--- config.mk ---
export PLATFORM = sky130hd
export DESIGN_NAME = bchd_cell
export DESIGN_NICKNAME = d
export VERILOG_FILES = /design/src/design/block_code_hard_decision_decoder_assert.svh /design/src/design/bchd_pkg.sv /design/src/design/bchd_cell.sv
export SDC_FILE = /design/constraint.sdc
export NUM_CORES = 1
export LEC_CHECK = 0
export BUFFER_PORTS_ARGS = -buffer_cell sky130_fd_sc_hd__buf_2
export CAP_MARGIN = 40
export CORE_UTILIZATION = 42
export CTS_CLUSTER_DIAMETER = 50
export CTS_CLUSTER_SIZE = 14
export DETAILED_ROUTE_END_ITERATION = 10
export PLACE_DENSITY = 0.82
export SLEW_MARGIN = 20
export SYNTH_ARGS = -nofsm -noshare
export SYNTH_HDL_FRONTEND = slang
export SYNTH_SLANG_ARGS = --single-unit
--- constraint.sdc ---
create_clock -name clk -period 0.8 [get_ports clk]
set_input_delay 0.04 -clock clk [delete_from_list [all_inputs] [get_ports clk]]
set_output_delay 0.04 -clock clk [all_outputs]
set_load 0.02 [all_outputs]
--- src/design/block_code_hard_decision_decoder_assert.svh ---
// Assertion macros used by the block code decoder top level.
`ifndef BLOCK_CODE_HARD_DECISION_DECODER_ASSERT_SVH
`define BLOCK_CODE_HARD_DECISION_DECODER_ASSERT_SVH

// Same-cycle implication, checked outside reset.
`define BCHD_ASSERT_NOW(label, ante, cons) \
    label: assert property (@(posedge clk) disable iff (!rst_n) (ante) |-> (cons)) \
        else $error("bchd assertion failed");

// Implication checked in the next cycle, outside reset.
`define BCHD_ASSERT_NEXT(label, ante, cons) \
    label: assert property (@(posedge clk) disable iff (!rst_n) (ante) |=> (cons)) \
        else $error("bchd assertion failed");

`endif

--- src/design/bchd_pkg.sv ---
// Package with the codeword table, chain types and distance helper.
package bchd_pkg;

    localparam int CODE_COUNT = 64;
    localparam int CODE_BITS  = 32;
    localparam int IDX_W      = 6;
    localparam int DIST_W     = 6;
    localparam int CELL_COUNT = CODE_COUNT - 1;

    // Larger than any real distance, so the first cell always takes over.
    localparam logic [DIST_W-1:0] DIST_INIT = DIST_W'(CODE_BITS + 1);
    localparam logic [IDX_W-1:0]  IDX_FIRST = IDX_W'(1);

    localparam logic [CODE_BITS-1:0] CODE_TABLE [CODE_COUNT] = '{
        32'h00000000, 32'hA962A941, 32'h26C954C2, 32'h8FABFD83,
        32'h49B23384, 32'hE0D09AC5, 32'h6F7B6746, 32'hC619CE07,
        32'h468D1548, 32'hEFEFBC09, 32'h6044418A, 32'hC926E8CB,
        32'h0F3F26CC, 32'hA65D8F8D, 32'h29F6720E, 32'h8094DB4F,
        32'h9566AA90, 32'h3C0403D1, 32'hB3AFFE52, 32'h1ACD5713,
        32'hDCD49914, 32'h75B63055, 32'hFA1DCDD6, 32'h537F6497,
        32'hD3EBBFD8, 32'h7A891699, 32'hF522EB1A, 32'h5C40425B,
        32'h9A598C5C, 32'h333B251D, 32'hBC90D89E, 32'h15F271DF,
        32'h8D5A49E0, 32'h2438E0A1, 32'hAB931D22, 32'h02F1B463,
        32'hC4E87A64, 32'h6D8AD325, 32'hE2212EA6, 32'h4B4387E7,
        32'hCBD75CA8, 32'h62B5F5E9, 32'hED1E086A, 32'h447CA12B,
        32'h82656F2C, 32'h2B07C66D, 32'hA4AC3BEE, 32'h0DCE92AF,
        32'h183CE370, 32'hB15E4A31, 32'h3EF5B7B2, 32'h97971EF3,
        32'h518ED0F4, 32'hF8EC79B5, 32'h77478436, 32'hDE252D77,
        32'h5EB1F638, 32'hF7D35F79, 32'h7878A2FA, 32'hD11A0BBB,
        32'h1703C5BC, 32'hBE616CFD, 32'h31CA917E, 32'h98A8383F
    };

    typedef struct packed {
        logic [CODE_BITS-1:0] word;
        logic [DIST_W-1:0]    least;
        logic [IDX_W-1:0]     idx;
    } stage_t;

    // Population count: nibble counts in parallel, then their sum.
    function automatic logic [DIST_W-1:0] ones_count(input logic [CODE_BITS-1:0] v);
        logic [2:0]        nib;
        logic [DIST_W-1:0] sum;
        sum = '0;
        for (int i = 0; i < CODE_BITS / 4; i++) begin
            nib = {2'b00, v[4*i]} + {2'b00, v[4*i+1]} + {2'b00, v[4*i+2]}
                + {2'b00, v[4*i+3]};
            sum = sum + DIST_W'(nib);
        end
        return sum;
    endfunction

endpackage

--- src/design/bchd_cell.sv ---
// One distance cell: compares the item's word with one codeword and keeps the best so far.
module bchd_cell
    import bchd_pkg::*;
(
    input  logic                 clk,
    input  logic                 rst_n,
    input  logic                 en,
    input  logic [CODE_BITS-1:0] code,
    input  logic [IDX_W-1:0]     code_idx,
    input  logic                 vld_in,
    input  stage_t               stage_in,
    output logic                 vld_out,
    output stage_t               stage_out
);

    logic              vld_reg;
    stage_t            stage_reg;
    stage_t            stage_next;
    logic [DIST_W-1:0] hamming;

    // Strict compare keeps the lower index on a tie.
    always_comb
    begin
        hamming         = ones_count(stage_in.word ^ code);
        stage_next      = stage_in;
        if (hamming < stage_in.least)
        begin
            stage_next.least = hamming;
            stage_next.idx   = code_idx;
        end
    end

    always_ff @(posedge clk or negedge rst_n)
    begin
        if (!rst_n)
        begin
            vld_reg <= 1'b0;
        end
        else if (en)
        begin
            vld_reg <= vld_in;
        end
    end

    always_ff @(posedge clk)
    begin
        if (en)
        begin
            stage_reg <= stage_next;
        end
    end

    assign vld_out   = vld_reg;
    assign stage_out = stage_reg;

endmodule

=== Yosys cells after proc, flatten, opt, wreduce, memory -nomap -nowiden ===
Cells that the tools add are included.

* Bitwise gates (word level): 1
* Multiplexer cells: 1
* Magnitude comparators: 1
* Add/sub/neg operators: 31

{| class="wikitable"
|+ Operator list
! operator !! count
|-
| $xor 32x32->32 || 1
|-
| $add 2x1->3 || 8
|-
| $add 3x1->3 || 8
|-
| $add 6x3->6 || 4
|-
| $add 1x1->2 || 8
|-
| $mux 12 || 1
|-
| $add 5x3->6 || 1
|-
| $lt 6x6->1 || 1
|-
| $add 4x3->5 || 1
|-
| $add 3x3->4 || 1
|}

* Register bits after elaboration: 45

=== Depth between registers and ports, before layout ===
* Depth after elaboration: 13
* Depth in mapped cells: 21
* Mapped depth without buffers: 20

=== Worst setup path before layout ===
No wires, ideal clock.

* Kind: in2reg
* From: in code[11]
* To: reg stage_reg (netlist bit stage_out[10]), data pin
* Data arrival time: 5.562 ns
* Buffers on the path: 1
* Setup slack: -5.022 ns
* Cell stages on the path: 21
* Cells stage by stage: xor2_1 > fa_1 > inv_1 > fa_1 > inv_1 > fa_1 > fa_1 > inv_1 > fa_1 > fa_1 > inv_1 > ha_1 > fa_1 > a21o_1 > a21oi_1 > xnor2_1 > ha_1 > nand4_1 > o221ai_2 > buf_6 > mux2_4

{| class="wikitable"
|+ RTL lines
! item !! RTL line !! text
|-
| start: declaration || bchd_cell.sv:8 || <nowiki>input logic [CODE_BITS-1:0] code,</nowiki>
|-
| end signal: assignment || bchd_cell.sv:49 || <nowiki>stage_reg <= stage_next;</nowiki>
|-
| end: declaration || bchd_cell.sv:17 || <nowiki>stage_t stage_reg;</nowiki>
|}

==> impl_metrics.tcl <==
set metrics [dict create \
    finalWorstSetupSlack_ps -4760 \
    yosysWarnings 0 \
    place_area_um2 3620 \
    p_switching_mw 9.57 \
    pwr_density_cell_nw_per_um2 6030 \
    setup_viol 57 \
    pwr-share-comb_pct 78.1 \
    place_hpwl_mm 4.25 \
    cap_violations 0 \
    critPathArrivalTime_ps 5610 \
    diodes 0 \
    grt_pass1_wl_mm 8.50 \
    synthMuxAreaShare_pct 6.89 \
    gr-total-overflow 0 \
    synth-seq-cells 45 \
    period_share_pct 695 \
    synth.lib_cells_used.distinct 18 \
    yosys.area_share.simple_pct 0.890 \
    max_slew_margin_pct 81.4 \
    p_sw_share_pct 36.7 \
    r2r-start "vld_out" \
    drt_iter0_drc 37 \
    worst_slew_pin_slew_ps 278 \
    critPathKind "primary input to flop" \
    synth_fp_nets 294 \
    wl_per_cell_um 12.9 \
    portBuffers 130 \
    hold_viol_final 0 \
    synthXorXnorAreaFrac_pct 11.5 \
    n_fill_cell 442 \
    ir_worst_vdd_v 0.00496 \
    avgSynthCellArea_um2 15.5 \
    final_common_cell "buf_2" \
    cts_tree "yes" \
    htree_levels 2 \
    synth_top_family_by_area "adder cells" \
    die_x_um 81.8 \
    netlist_top_cells_area "edfxtp_1 49%, fa_1 18%, xor2_1 6.2%, ha_1 5.6%, mux2_4 5.6%" \
    min_period_ps 5560 \
    num_vias 1971 \
    clock-sinks 45 \
    cp-end-kind "flop" \
    rows 28 \
    grt_pass1_vias 2018 \
    fmax_mhz 180 \
    clock-skew-final_ps 0 \
    power.leakage_nw 2.03 \
    ff2ff_setup_slack_ps 10 \
    nets 485 \
    yosysSeqAreaShare_pct 50.4 \
    fin_tns_setup_ps -59770 \
    r2r_end "vld_out" \
    synth-adder-area-share_pct 23.6 \
    place_congestion 0.706 \
    antenna_found_initial 0 \
    worstHoldPathType "primary input to async pin" \
    rsz0062_at_grt "yes" \
    multi_input_area_um2 1280 \
    die_h_um 81.8 \
    synth_cells 172 \
    synth_top_area_share_pct 49.5 \
    syn_area_um2 2670 \
    root_buffer "clkbuf_8" \
    crit_fanout 7 \
    insertion_delay_ps 290 \
    first_pass_iters 4 \
    core_area_um2 6030 \
    grt_max_degree 18 \
    intPower_mw 16.5 \
    outcome "finished with violations" \
    cp.required_ps 850 \
    yosysTopAreaCell "edfxtp_1" \
    io-pin-count 131 \
    drc 0 \
    slew_viol_final 0 \
    clockBufferDepth 2 \
    final_cell_mix "93 x buf_2, 44 x edfxtp_1, 39 x buf_6" \
    gr-usage-all-layers_pct 17.3 \
    antenna_left 0 \
    p_clk_share_pct 6.7 \
    fin_area_um2 4330 \
    numCtsBuffers 5 \
    r2r_cells 1 \
    syn2layout_area_growth_pct 62.1 \
    cts.clk_slew.worst_paths_ps 80 \
    wl_mm 5.68 \
    critPathLaunchType "primary input" \
    ff_latch_area_um2 1350 \
    p_total_mw 26.1 \
    synth_compound_area_share_pct 2.39 \
    seqPwrFrac_pct 15.2 \
    violations "setup timing" \
    pre_cts_ws_ps -5120 \
    dieArea_um2 6680 \
    start_util_pct 44.3 \
    drive_gt1_share_pct 52.2 \
    vias_per_cell 4.49 \
]
==> final cells by class <==
class                   count  area share, %
inverters                  28           2.43
multi-input cells          98           29.6
clock buffers               7           1.99
well taps                  75           2.17
repair buffers            185           32.0
flip-flops and latches     45           31.1
clock inverters             1          0.694
==> cells in the mapped netlist (all sizes together) <==
cell type and number:
ha 12, nand4 1, nand2b 1, buf 1, a21o 2, edfxtp 44
fa 24, o21ai 1, inv 28, xor2 19, dfrtp 1, xnor2 16
mux2 13, a21oi 5, nand2 3, o221ai 1
==> cell families (layout without fill, tap and decap cells) <==
kind of cell | count (synthesis) | after routing
xor+xnor | 35 | 35
fa+ha+maj | 36 | 36
flops | 45 | 45
mux | 13 | 13
buf+inv | 29 | 221
compound gates | 9 | 9
simple gates | 5 | 5
==> worst max path at each step <==
stage	startpoint	endpoint	slack (ps)	cells past startpoint
after global routing	stage_in[37]	stage_out[11]	-4970	21
after global placement	code[21]	stage_out[0]	-5030	22
after CTS	code[21]	stage_out[9]	-4700	22
after floorplan	code[21]	stage_out[10]	-4780	21
after detailed placement	code[21]	stage_out[11]	-5120	22
final	code[21]	stage_out[0]	-4760	22
==> sequential cells by signal (all words and copies together), names as in the netlist <==
register / flops
vld_out: 1
stage_out: 44
==> power groups by stage <==
stage | clock network (mW) | registers [mW] | logic [mW]
6_report | 1.76 | 3.96 | 20.4
5_1_grt | 1.88 | 3.92 | 21.0
3_5_place_dp | 0 | 3.91 | 18.2
4_1_cts | 1.82 | 3.87 | 19.6
2_1_floorplan | 0 | 4.62 | 14.2
3_3_place_gp | 0 | 3.89 | 17.6
==> routing by layer <==
metal	up-vias	share of wire [%]	global-route usage, %	wire length, um
met3	13	5.0	3.00	286
met1	924	37	19.3	2110
met2	80	56	32.2	3160
met5	-	0	0	0
li1	954	-	-	-
met4	0	2.2	7.19	125
==> stage by stage <==
stage	instances	hold slack, ps	util [%]
after floorplan	172	-256	-
after global placement	399	-184	60.0
after detailed placement	399	-185	60.0
after CTS	437	28.7	68.4
after global routing	439	23.7	71.8
final	439	37.8	71.8
==> critical path, stage by stage <==
cell and delay (ps):
buf_6 100, xor2_2 170, fa_1 530, inv_1 50, fa_1 480, fa_1 510
inv_2 50, fa_1 530, inv_1 50, fa_1 440, fa_1 490, inv_1 40
ha_2 190, fa_2 360, a21o_1 170, a21oi_2 160, xnor2_2 80, ha_1 300
nand4_1 110, o221ai_2 270, buf_6 190, mux2_4 300
==> repair_timing <==
| item | 4_1_cts | 5_1_grt |
|---|---|---|
| hold buffers | 28 | 0 |
| endpoints found under the setup margin | 57 | 58 |
| pin swaps | 3 | 5 |
| buffers inserted | 2 | 2 |
| cloned | 0 | 0 |
| resized for setup | 23 | 59 |
| hold endpoints to repair | 28 | 0 |
No activity file was read; power rests on OpenSTA's default activity.
