File: src/design/block_code_hard_decision_decoder_assert.svh
// Assertion macros used by the block code decoder top level.
`ifndef BLOCK_CODE_HARD_DECISION_DECODER_ASSERT_SVH
`define BLOCK_CODE_HARD_DECISION_DECODER_ASSERT_SVH

// Same-cycle implication, checked outside reset.
`define BCHD_ASSERT_NOW(label, ante, cons) \
    label: assert property (@(posedge clk) disable iff (!rst_n) (ante) |-> (cons)) \
        else $error("bchd assertion failed");

// Implication checked in the next cycle, outside reset.
`define BCHD_ASSERT_NEXT(label, ante, cons) \
    label: assert property (@(posedge clk) disable iff (!rst_n) (ante) |=> (cons)) \
        else $error("bchd assertion failed");

`endif

File: src/design/bchd_pkg.sv
// Package with the codeword table, chain types and distance helper.
package bchd_pkg;

    localparam int CODE_COUNT = 64;
    localparam int CODE_BITS  = 32;
    localparam int IDX_W      = 6;
    localparam int DIST_W     = 6;
    localparam int CELL_COUNT = CODE_COUNT - 1;

    // Larger than any real distance, so the first cell always takes over.
    localparam logic [DIST_W-1:0] DIST_INIT = DIST_W'(CODE_BITS + 1);
    localparam logic [IDX_W-1:0]  IDX_FIRST = IDX_W'(1);

    localparam logic [CODE_BITS-1:0] CODE_TABLE [CODE_COUNT] = '{
        32'h00000000, 32'hA962A941, 32'h26C954C2, 32'h8FABFD83,
        32'h49B23384, 32'hE0D09AC5, 32'h6F7B6746, 32'hC619CE07,
        32'h468D1548, 32'hEFEFBC09, 32'h6044418A, 32'hC926E8CB,
        32'h0F3F26CC, 32'hA65D8F8D, 32'h29F6720E, 32'h8094DB4F,
        32'h9566AA90, 32'h3C0403D1, 32'hB3AFFE52, 32'h1ACD5713,
        32'hDCD49914, 32'h75B63055, 32'hFA1DCDD6, 32'h537F6497,
        32'hD3EBBFD8, 32'h7A891699, 32'hF522EB1A, 32'h5C40425B,
        32'h9A598C5C, 32'h333B251D, 32'hBC90D89E, 32'h15F271DF,
        32'h8D5A49E0, 32'h2438E0A1, 32'hAB931D22, 32'h02F1B463,
        32'hC4E87A64, 32'h6D8AD325, 32'hE2212EA6, 32'h4B4387E7,
        32'hCBD75CA8, 32'h62B5F5E9, 32'hED1E086A, 32'h447CA12B,
        32'h82656F2C, 32'h2B07C66D, 32'hA4AC3BEE, 32'h0DCE92AF,
        32'h183CE370, 32'hB15E4A31, 32'h3EF5B7B2, 32'h97971EF3,
        32'h518ED0F4, 32'hF8EC79B5, 32'h77478436, 32'hDE252D77,
        32'h5EB1F638, 32'hF7D35F79, 32'h7878A2FA, 32'hD11A0BBB,
        32'h1703C5BC, 32'hBE616CFD, 32'h31CA917E, 32'h98A8383F
    };

    typedef struct packed {
        logic [CODE_BITS-1:0] word;
        logic [DIST_W-1:0]    least;
        logic [IDX_W-1:0]     idx;
    } stage_t;

    // Population count: nibble counts in parallel, then their sum.
    function automatic logic [DIST_W-1:0] ones_count(input logic [CODE_BITS-1:0] v);
        logic [2:0]        nib;
        logic [DIST_W-1:0] sum;
        sum = '0;
        for (int i = 0; i < CODE_BITS / 4; i++) begin
            nib = {2'b00, v[4*i]} + {2'b00, v[4*i+1]} + {2'b00, v[4*i+2]}
                + {2'b00, v[4*i+3]};
            sum = sum + DIST_W'(nib);
        end
        return sum;
    endfunction

endpackage

File: src/design/bchd_out_stage.sv
// Output register with a skid slot, so the chain keeps moving while a result waits.
module bchd_out_stage
    import bchd_pkg::*;
(
    input  logic                 clk,
    input  logic                 rst_n,
    input  logic                 push_vld,
    input  logic [CODE_BITS-1:0] push_data,
    output logic                 ready,
    output logic                 m_tvalid,
    input  logic                 m_tready,
    output logic [CODE_BITS-1:0] m_tdata
);

    logic                 out_vld_reg;
    logic                 out_vld_next;
    logic [CODE_BITS-1:0] out_data_reg;
    logic                 skid_vld_reg;
    logic                 skid_vld_next;
    logic [CODE_BITS-1:0] skid_data_reg;
    logic                 load_out;
    logic                 load_skid;
    logic                 from_skid;

    assign ready = !skid_vld_reg;

    always_comb
    begin
        load_out      = 1'b0;
        load_skid     = 1'b0;
        from_skid     = 1'b0;
        out_vld_next  = out_vld_reg;
        skid_vld_next = skid_vld_reg;
        if (!skid_vld_reg)
        begin
            if (!out_vld_reg || m_tready)
            begin
                load_out     = 1'b1;
                out_vld_next = push_vld;
            end
            else if (push_vld)
            begin
                load_skid     = 1'b1;
                skid_vld_next = 1'b1;
            end
        end
        else if (m_tready)
        begin
            from_skid     = 1'b1;
            skid_vld_next = 1'b0;
        end
    end

    always_ff @(posedge clk or negedge rst_n)
    begin
        if (!rst_n)
        begin
            out_vld_reg  <= 1'b0;
            skid_vld_reg <= 1'b0;
        end
        else
        begin
            out_vld_reg  <= out_vld_next;
            skid_vld_reg <= skid_vld_next;
        end
    end

    always_ff @(posedge clk)
    begin
        if (load_out)
        begin
            out_data_reg <= push_data;
        end
        else if (from_skid)
        begin
            out_data_reg <= skid_data_reg;
        end
        if (load_skid)
        begin
            skid_data_reg <= push_data;
        end
    end

    assign m_tvalid = out_vld_reg;
    assign m_tdata  = out_data_reg;

endmodule

File: config.mk
export PLATFORM = sky130hd
export DESIGN_NAME = bchd_out_stage
export DESIGN_NICKNAME = d
export VERILOG_FILES = /design/src/design/block_code_hard_decision_decoder_assert.svh /design/src/design/bchd_pkg.sv /design/src/design/bchd_out_stage.sv
export SDC_FILE = /design/constraint.sdc
export NUM_CORES = 1
export LEC_CHECK = 0
export BUFFER_PORTS_ARGS = -buffer_cell sky130_fd_sc_hd__buf_4
export CORE_MARGIN = 4
export CORE_UTILIZATION = 54
export DETAILED_ROUTE_END_ITERATION = 10
export GPL_TIMING_DRIVEN = 0
export PLACE_DENSITY_LB_ADDON = 0.05
export REMOVE_ABC_BUFFERS = 1
export SYNTH_ARGS = -nofsm -noshare
export SYNTH_HDL_FRONTEND = slang
export SYNTH_SLANG_ARGS = --single-unit
File: constraint.sdc
create_clock -name clk -period 8 [get_ports clk]
set_clock_uncertainty 0.05 [all_clocks]
set_input_delay 0.4 -clock clk [delete_from_list [all_inputs] [get_ports clk]]
set_output_delay 0.4 -clock clk [all_outputs]
set_load 0.005 [all_outputs]
Word level (Yosys, flattened, before mapping)

Cells that the tools add are included.

Input bits: 36
Word-level logic and storage cells: 21
Output and inout bits: 34
Flip-flop bits (word level): 66

Bitwise operators: 1
Reductions and logical operators: 5
Muxes and demuxes: 11

Operators with widths:

| kind                | number |
|---|---|
| 32-bit two-way mux  | 2 |
| 1-bit two-way mux   | 9 |
| 1-bit zero test     | 2 |
| 2-bit AND reduction | 1 |
| 2-bit nonzero test  | 1 |
| 1-bit logical OR    | 1 |
| 1-bit inverter      | 1 |

Longest topological paths before layout

Gate-level depths: netlist of run 1.

Depth after elaboration: 5
Gate-level depth with buffers: 4
Depth with buffers taken out: 3

Least setup slack after synthesis of run 1

Ideal clock, no wire load.

Path kind: reg2reg
Start: register out_vld_reg, in the netlist m_tvalid
End: register out_data_reg[0], in the netlist m_tdata[0] (enable)
Buffers on the path: 0
Clock period less this slack: 3.269 ns
Path slack: 4.731 ns
Required time: 7.484 ns
Setup time: 0.466 ns
Cell stages (with the launch flop): 2
Arrival: 2.753 ns
Cells stage by stage: dfrtp_1 -> o21ai_0

Longest elaborated chain between the ends: 5

Ends and longest elaborated chain:

| element                             | line                 | source |
|---|---|---|
| from (decl)                         | bchd_out_stage.sv:15 | `logic out_vld_reg;` |
| from (signal assigned)              | bchd_out_stage.sv:63 | `out_vld_reg <= out_vld_next;` |
| 1-bit zero test                     | bchd_out_stage.sv:36 | `if (!out_vld_reg \|\| m_tready)` |
| 1-bit logical OR                    | bchd_out_stage.sv:36 |  |
| 1-bit two-way mux                   | bchd_out_stage.sv:36 |  |
| 1-bit two-way mux                   | bchd_out_stage.sv:34 | `if (!skid_vld_reg)` |
| 2-bit nonzero test (no source line) | -                    |  |
| to (signal assigned)                | bchd_out_stage.sv:72 | `out_data_reg <= push_data;` |
| to (signal assigned)                | bchd_out_stage.sv:76 | `out_data_reg <= skid_data_reg;` |
| to (decl)                           | bchd_out_stage.sv:17 | `logic [CODE_BITS-1:0] out_data_reg;` |

No other way between the ends.
A chain may end at the register's enable or synchronous reset.

Final worst setup path of run 1

Start: register out_vld_reg, in the netlist m_tvalid
End: register out_data_reg[13], in the netlist m_tdata[13] (data pin)

Longest elaborated chain between the ends: 5

Ends and longest elaborated chain:

| element            | line                 | source |
|---|---|---|
| 1-bit zero test    | bchd_out_stage.sv:36 |  |
| 1-bit logical OR   | bchd_out_stage.sv:36 |  |
| 1-bit two-way mux  | bchd_out_stage.sv:36 |  |
| 1-bit two-way mux  | bchd_out_stage.sv:34 |  |
| 32-bit two-way mux | bchd_out_stage.sv:70 | `if (load_out)` |

No other way between the ends.

==> results of run 1 <==
-- cell usage in the layout (no fill, tap or decap), drive strengths merged --
cell and instances:
buf 70, edfxtp 64, mux2 32, clkbuf 10, clkinv 4, inv 3
o21ai 3, dfrtp 2, a21oi 2, nor2 1, and4 1, bufinv 1
dlygate4sd3 1
-- cells in the mapped netlist, drive strengths merged --
| cell type | number | share of area [%] |
|---|---|---|
| edfxtp | 64 | 79 |
| mux2 | 32 | 15 |
| buf | 3 | 1.4 |
| inv | 3 | 0.46 |
| o21ai | 3 | 0.62 |
| a21oi | 2 | 0.87 |
| dfrtp | 2 | 2.1 |
| and4 | 1 | 0.41 |
| nor2 | 1 | 0.15 |
-- metrics by stage --
step | setup slack, ps | utilization (%) | cells | hold WS [ps] | instance area (um2)
final | 5910 | 73.6 | 246 | 187 | 3210
after global routing | 5800 | 73.6 | 246 | 159 | 3210
after CTS | 5880 | 73.6 | 246 | 156 | 3210
after detailed placement | 5760 | 69.4 | 230 | 136 | 3020
after global placement | 3670 | 68.5 | 229 | 132 | 2980
after floorplan | 4730 | - | 108 | 54.4 | 2400
-- worst max path at each step --
| stage | cells past startpoint | to | slack, ps | start |
|---|---|---|---|---|
| after floorplan | 1 | m_tdata[0] | 4730 | m_tvalid |
| after global placement | 1 | m_tdata[11] | 3670 | skid_vld_reg |
| after detailed placement | 4 | m_tdata[13] | 5760 | m_tready |
| after CTS | 2 | m_tdata[13] | 5880 | m_tvalid |
| after global routing | 2 | m_tdata[3] | 5800 | m_tvalid |
| final | 2 | m_tdata[13] | 5910 | m_tvalid |
-- routing by layer --
metal | wire, um | global-route usage [%] | up-vias
met2 | 2190 | 25.3 | 41
met4 | 19 | 5.83 | 0
li1 | - | - | 596
met5 | 0 | 0 | -
met3 | 306 | 9.08 | 2
met1 | 1730 | 20.1 | 627
-- repair_timing --
action | 4_1_cts | 5_1_grt
endpoints found under the setup margin | 0 | 0
hold endpoints to repair | 2 | 0
hold buffers | 1 | 0
resized for setup | 0 | 0
-- cells by family (layout without fill, tap and decap cells) --
kind of cell | count (synthesis) | after routing
mux | 32 | 32
simple gates | 2 | 2
compound gates | 5 | 5
buf+inv | 6 | 89
flops | 66 | 66
-- area by class of cell --
type / instances / area (um2) / area share, %
clock inverters: 5 / 46.3 / 1.44
repair buffers: 71 / 556 / 17.3
inverters: 3 / 11.3 / 0.351
well taps: 52 / 65.1 / 2.03
multi-input cells: 39 / 429 / 13.4
clock buffers: 10 / 128 / 3.98
flip-flops and latches: 66 / 1970 / 61.5
-- report_power, final --
group | leakage, nW | internal [W] | switching [W]
combinational | 0.512 | 0.0000626 | 0.0000422
sequential | 0.638 | 0.000418 | 0.0000107
clock | 0.0886 | 0.000139 | 0.000113
total | 1.24 | 0.000619 | 0.000166
-- worst reg2reg max path, cell delays in order (launching register included) --
cell,delay (ps)
dfrtp_1,470
a21oi_4,880
mux2_2,430
==> impl_results.md, run 1 <==
- Status: complete, no violations
- F_max: approximately 0.48 GHz
- ANT cells: 0
- Fin. max-slew vios: 0
- Crit path DAT: around 2100 ps
- Slowest cell on crit path: a21oi_4
- H-tree lvl count: 3
- DR pass1 iterations: 4
- Gate Count Post-Synth: 111
- # port buffers: approximately 70
- Clk_lat worst skew: 320 ps
- HPWL Detailed: 2.85 mm
- Core area: approximately 4400 um2
- First-pass GRT wire length: ~6.5 mm
- Synth-to-layout area growth: 31.7%
- Post-Syn Area: between 2000 and 2500 um2
- Hold path depth: 2
- TNS Setup: 0 ps
- Worst Tran Pin Value: around 1100 ps
- Max-Slew Margin vs Limit: 27.9%
- Clock buffer depth: 2
- Sequential-to-total area share from yosys stat: between 80% and 90%
- Post-Synth XOR/XNOR Area: 0%
- Crit path capture type: flip-flop
- Vias per std cell: a little over 5
- Vias: roughly 1300
- Syn. warnings: 0
- Reg2reg end: m_tdata[13]
- Gr ovfl total: 0
- WL per Instance: between 15 and 20 um
- Leak pwr: between 1 and 1.5 nW
- Hold Path Class: primary input to flip-flop
- R2r startpoint: m_tvalid
- Main combinational cell family by area after synthesis: multiplexers
- TritonCTS clock tree: yes
- Filler instances: between 200 and 300
- Pin count of the biggest net entering global routing: 33
- Fin crit share: about a quarter
- Root Buffer: clkbuf_8
- Synth Area in Simple Gates: 0.565%
- Site Rows: 24
- Overall Global Routing Usage: between 10% and 20%
- Mux cell area share after synthesis: between 15 and 20%
- Max_cap viols: 0
- CTS Buf Count: 9
- Worst path cell trace: a21oi_4 > mux2_2
- VDD IR-drop max: around 0.00017 V
- CP top delay family: compound AO/OA/AOI/OAI gates
- Vias in the first global route: approximately 1300
- Fin crit period: between 2000 and 2500 ps
- Die width: 75.2 um
- # DRC: 0
- Initial antenna violation count: 0
- Die ar.: ~5600 um2
- Post-Synth Adder-Cell Area: 0%
- Routability congestion estimate: about 0.67
- Final hold vios: 0
- Die Ht: ~75 um
- Avg Inst Size Synth: 21.9 um2
- Final net count: 226
- Layout cells sized above 1: approximately three fifths
- # clock sinks: 66
- Initial Util: between 50% and 60%
- Worst path max stage delay: around 880 ps
- Final Power: between 0.0007 and 0.0008 W
- Drt initial violations: 82
- FF+latch count, synth: 66
- Compound-gate portion of the synthesized area: roughly 1.5%
- # IOs: 70
- CP Class: flip-flop to flip-flop
- Worst-path clk slew: 60 ps
- Hold Path Sink: skid_vld_reg
- Distinct cells, synth: 11
- RSZ-0062 raised after global routing: false
- Buffer count from post-CTS setup fixing: 0
- Crit path buf inv count: 0
- Min-Delay Startpoint: m_tready
- R2R setup slack: 5910 ps
- Antenna-violating nets left: 0
- Critical path peak fanout: 32
- # setup viols final: 0
- Cells on worst reg2reg path: 2
- P per Cell Area: ~240 nW/um2
- CP startpoint kind: flip-flop
- Aggregate routed wire length: around 4.3 mm
- Critical Path RT: ~8000 ps
(Power assumes the default switching activity.)
==> run 2: changes to the inputs <==
--- a/config.mk
+++ b/config.mk
@@ -7,7 +7,7 @@
 export LEC_CHECK = 0
 export BUFFER_PORTS_ARGS = -buffer_cell sky130_fd_sc_hd__buf_4
 export CORE_MARGIN = 4
-export CORE_UTILIZATION = 54
+export CORE_UTILIZATION = 46
 export DETAILED_ROUTE_END_ITERATION = 10
 export GPL_TIMING_DRIVEN = 0
 export PLACE_DENSITY_LB_ADDON = 0.05
==> constraint.sdc (replaced) <==
create_clock -name clk -period 1.8 [get_ports clk]
set_clock_uncertainty 0.05 [all_clocks]
set_input_delay 0.09 -clock clk [delete_from_list [all_inputs] [get_ports clk]]
set_output_delay 0.09 -clock clk [all_outputs]
set_load 0.005 [all_outputs]
==> run 2 against run 1 <==
- clock-buffer cell count grew 3
- flip-flop and latch count is the same
- sequential share of layout area shrank 7.4 points
- wire length grew 15%
- first-iteration DRC count shrank 4.9%
- combinational power grew to 5.4 times the previous value
- worst hold slack lost 160 ps
- sequential power grew to 4.5 times the previous value
- clock power grew to 4.5 times the previous value
- global-route usage shrank 0.19 points
- register-to-register slack lost 5700 ps
- critical path type is now primary input to flip-flop
- largest cell class unchanged
==> impl_results.md, run 2 (synthesis gave the netlist of run 1 again) <==
- Worst path cell trace: dlygate4sd3_1 > buf_4 > inv_1 > and4_4
- Vias per std cell: 4.71 (-8.5%)
- # setup viols final: 0 (unchanged)
- Worst path max stage delay: 600 ps (-280 ps)
- M1 wire length: 1.89 mm (+9.2%)
- Root Buffer: clkbuf_8
- Final net count: 265 (+17%)
- Final hold vios: 0 (unchanged)
- First-pass GRT wire length: 7.73 mm (+19%)
- Site Rows: 26 (+8.3%)
- Critical path peak fanout: 32 (unchanged)
- H-tree lvl count: 3 (unchanged)
- Leak pwr: 1.41 nW (+14%)
- Vias: 1432 (+13%)
- Initial antenna violation count: 0 (unchanged)
- Most frequent cells in the layout: 70 x buf_4, 64 x edfxtp_1, 36 x dlygate4sd3_1, 30 x mux2_2, 9 x clkbuf_8
- Die width: 80.8 um (+7.5%)
- Die ar.: 6520 um2 (+15%)
- Pre-CTS setup slack: -312 ps (-6070 ps)
- WL per Instance: 16.0 um (-7.2%)
- DR pass1 iterations: 4 (unchanged)
- Max_cap viols: 0 (unchanged)
- Layout cells sized above 1: 51.7% (-8.1 points)
- Synth-to-layout area growth: 49.6%
- VDD IR-drop max: 0.000685 V (+300%)
- # clock sinks: 66 (unchanged)
- Commonest non-fill, non-tap cell in the layout: buf_4
- Overall Global Routing Usage: 16.4% (-0.19 points)
- P per Cell Area: 991 nW/um2 (+300%)
- CTS Buf Count: 9 (unchanged)
- TNS Setup: 0 ps (unchanged)
- Clk_lat worst skew: 330 ps (about the same)
- CP startpoint kind: primary input
- Initial Util: 47.7% (-8.2 points)
- ANT cells: 0 (unchanged)
- Die Ht: 80.8 um (+7.5%)
- # DRC: 0 (unchanged)
- # IOs: 70 (unchanged)
- Fin crit period: 1730 ps
- Max-Slew Margin vs Limit: 69.3% (+41 points)
- Clock buffer depth: 2 (unchanged)
- Status: complete, no violations
- Fin. max-slew vios: 0 (unchanged)
- Final Util: 71.3% (-2.3 points)
- Critical Path RT: 1720 ps (-6300 ps)
- Slack of the critical path: 66.7 ps (-5850 ps)
- Vias in the first global route: 1580 (+23%)
- Crit path buf inv count: 3 (+3)
- # port buffers: 69 (unchanged)
- HPWL Detailed: 2.84 mm (-0.61%)
- Wire length on met3: 288 um (-5.9%)
- Slowest cell on crit path: and4_4
- Hold Path Class: primary input to asynchronous set/reset pin
- Worst-path clk slew: 70 ps (about the same)
- Crit path capture type: flip-flop
- Core area: 5110 um2 (+17%)
- TritonCTS clock tree: yes
- Gr ovfl total: 0 (unchanged)
- CP top delay family: buffers and inverters
- Area after DPL: 3040 um2 (+0.50%)
- Fin crit share: between 90% and 100%
- Drt initial violations: 78 (-4.9%)
- F_max: around 0.58 GHz
- Wire length on met2: 2.60 mm (+19%)
- Top routing layer used: met4
- Pin count of the biggest net entering global routing: 33 (unchanged)
- Routability congestion estimate: 0.622 (-7.1%)
- RSZ-0062 raised after global routing: false
- Worst Tran Pin Value: 461 ps (-618 ps)
- CP Class: primary input to flip-flop
- Crit path DAT: 1650 ps (-460 ps)
- Final cell area excluding filler cells: 3640 um2 (+14%)
- Aggregate routed wire length: 4.88 mm (+15%)
- Antenna-violating nets left: 0 (unchanged)
run 2: final cells by class:
| type | count | area [um2] |
|---|---|---|
| Timing Repair Buffer | 109 | 946 |
| Multi-Input combinational cell | 40 | 447 |
| Clock buffer | 13 | 139 |
| Fill cell | 359 | 1470 |
| Tap cell | 70 | 87.6 |
| Sequential cell | 66 | 1970 |
| Clock inverter | 3 | 40.0 |
| Inverter | 3 | 11.3 |
run 2: power breakdown:
| group | switching (W) | internal, W |
|---|---|---|
| Combinational | 0.000212 | 0.000356 |
| Sequential | 0.0000551 | 0.00186 |
| Clock | 0.000491 | 0.000637 |
| Total | 0.000759 | 0.00285 |
run 2: what timing repair did:
action                                  4_1_cts  5_1_grt
resized for setup                             2        0
endpoints found under the setup margin       64        0
hold buffers                                 36        0
setup buffers                                 3        0
endpoints found under the hold margin        36        0
run 2: path summary, 6_finish.rpt:
check	startpoint	to	slack [ps]	cells after the start
max	m_tready	skid_data_reg[5]	70	4
min	rst_n	skid_vld_reg	30	2
max reg2reg	m_tvalid	skid_data_reg[5]	180	1
min reg2reg	skid_data_reg[11]	m_tdata[11]	500	1
max in group asynchronous	rst_n	m_tvalid	1580	2
min in group clk	push_data[30]	skid_data_reg[30]	440	2
run 2: layer usage:
layer  vias up  track usage (%)
met5         -                0
met4         0             8.61
met3        10             4.55
met2        51             28.0
met1       692             18.8
li1        679                -
run 2: stage by stage:
stage	total power [W]	hold WS [ps]	instances
2_1_floorplan	0.00213	-256	108
3_3_place_gp	0.00238	-178	247
3_5_place_dp	0.00241	-175	248
4_1_cts	0.00366	7.70	304
5_1_grt	0.00378	27.3	304
6_report	0.00361	31.3	304
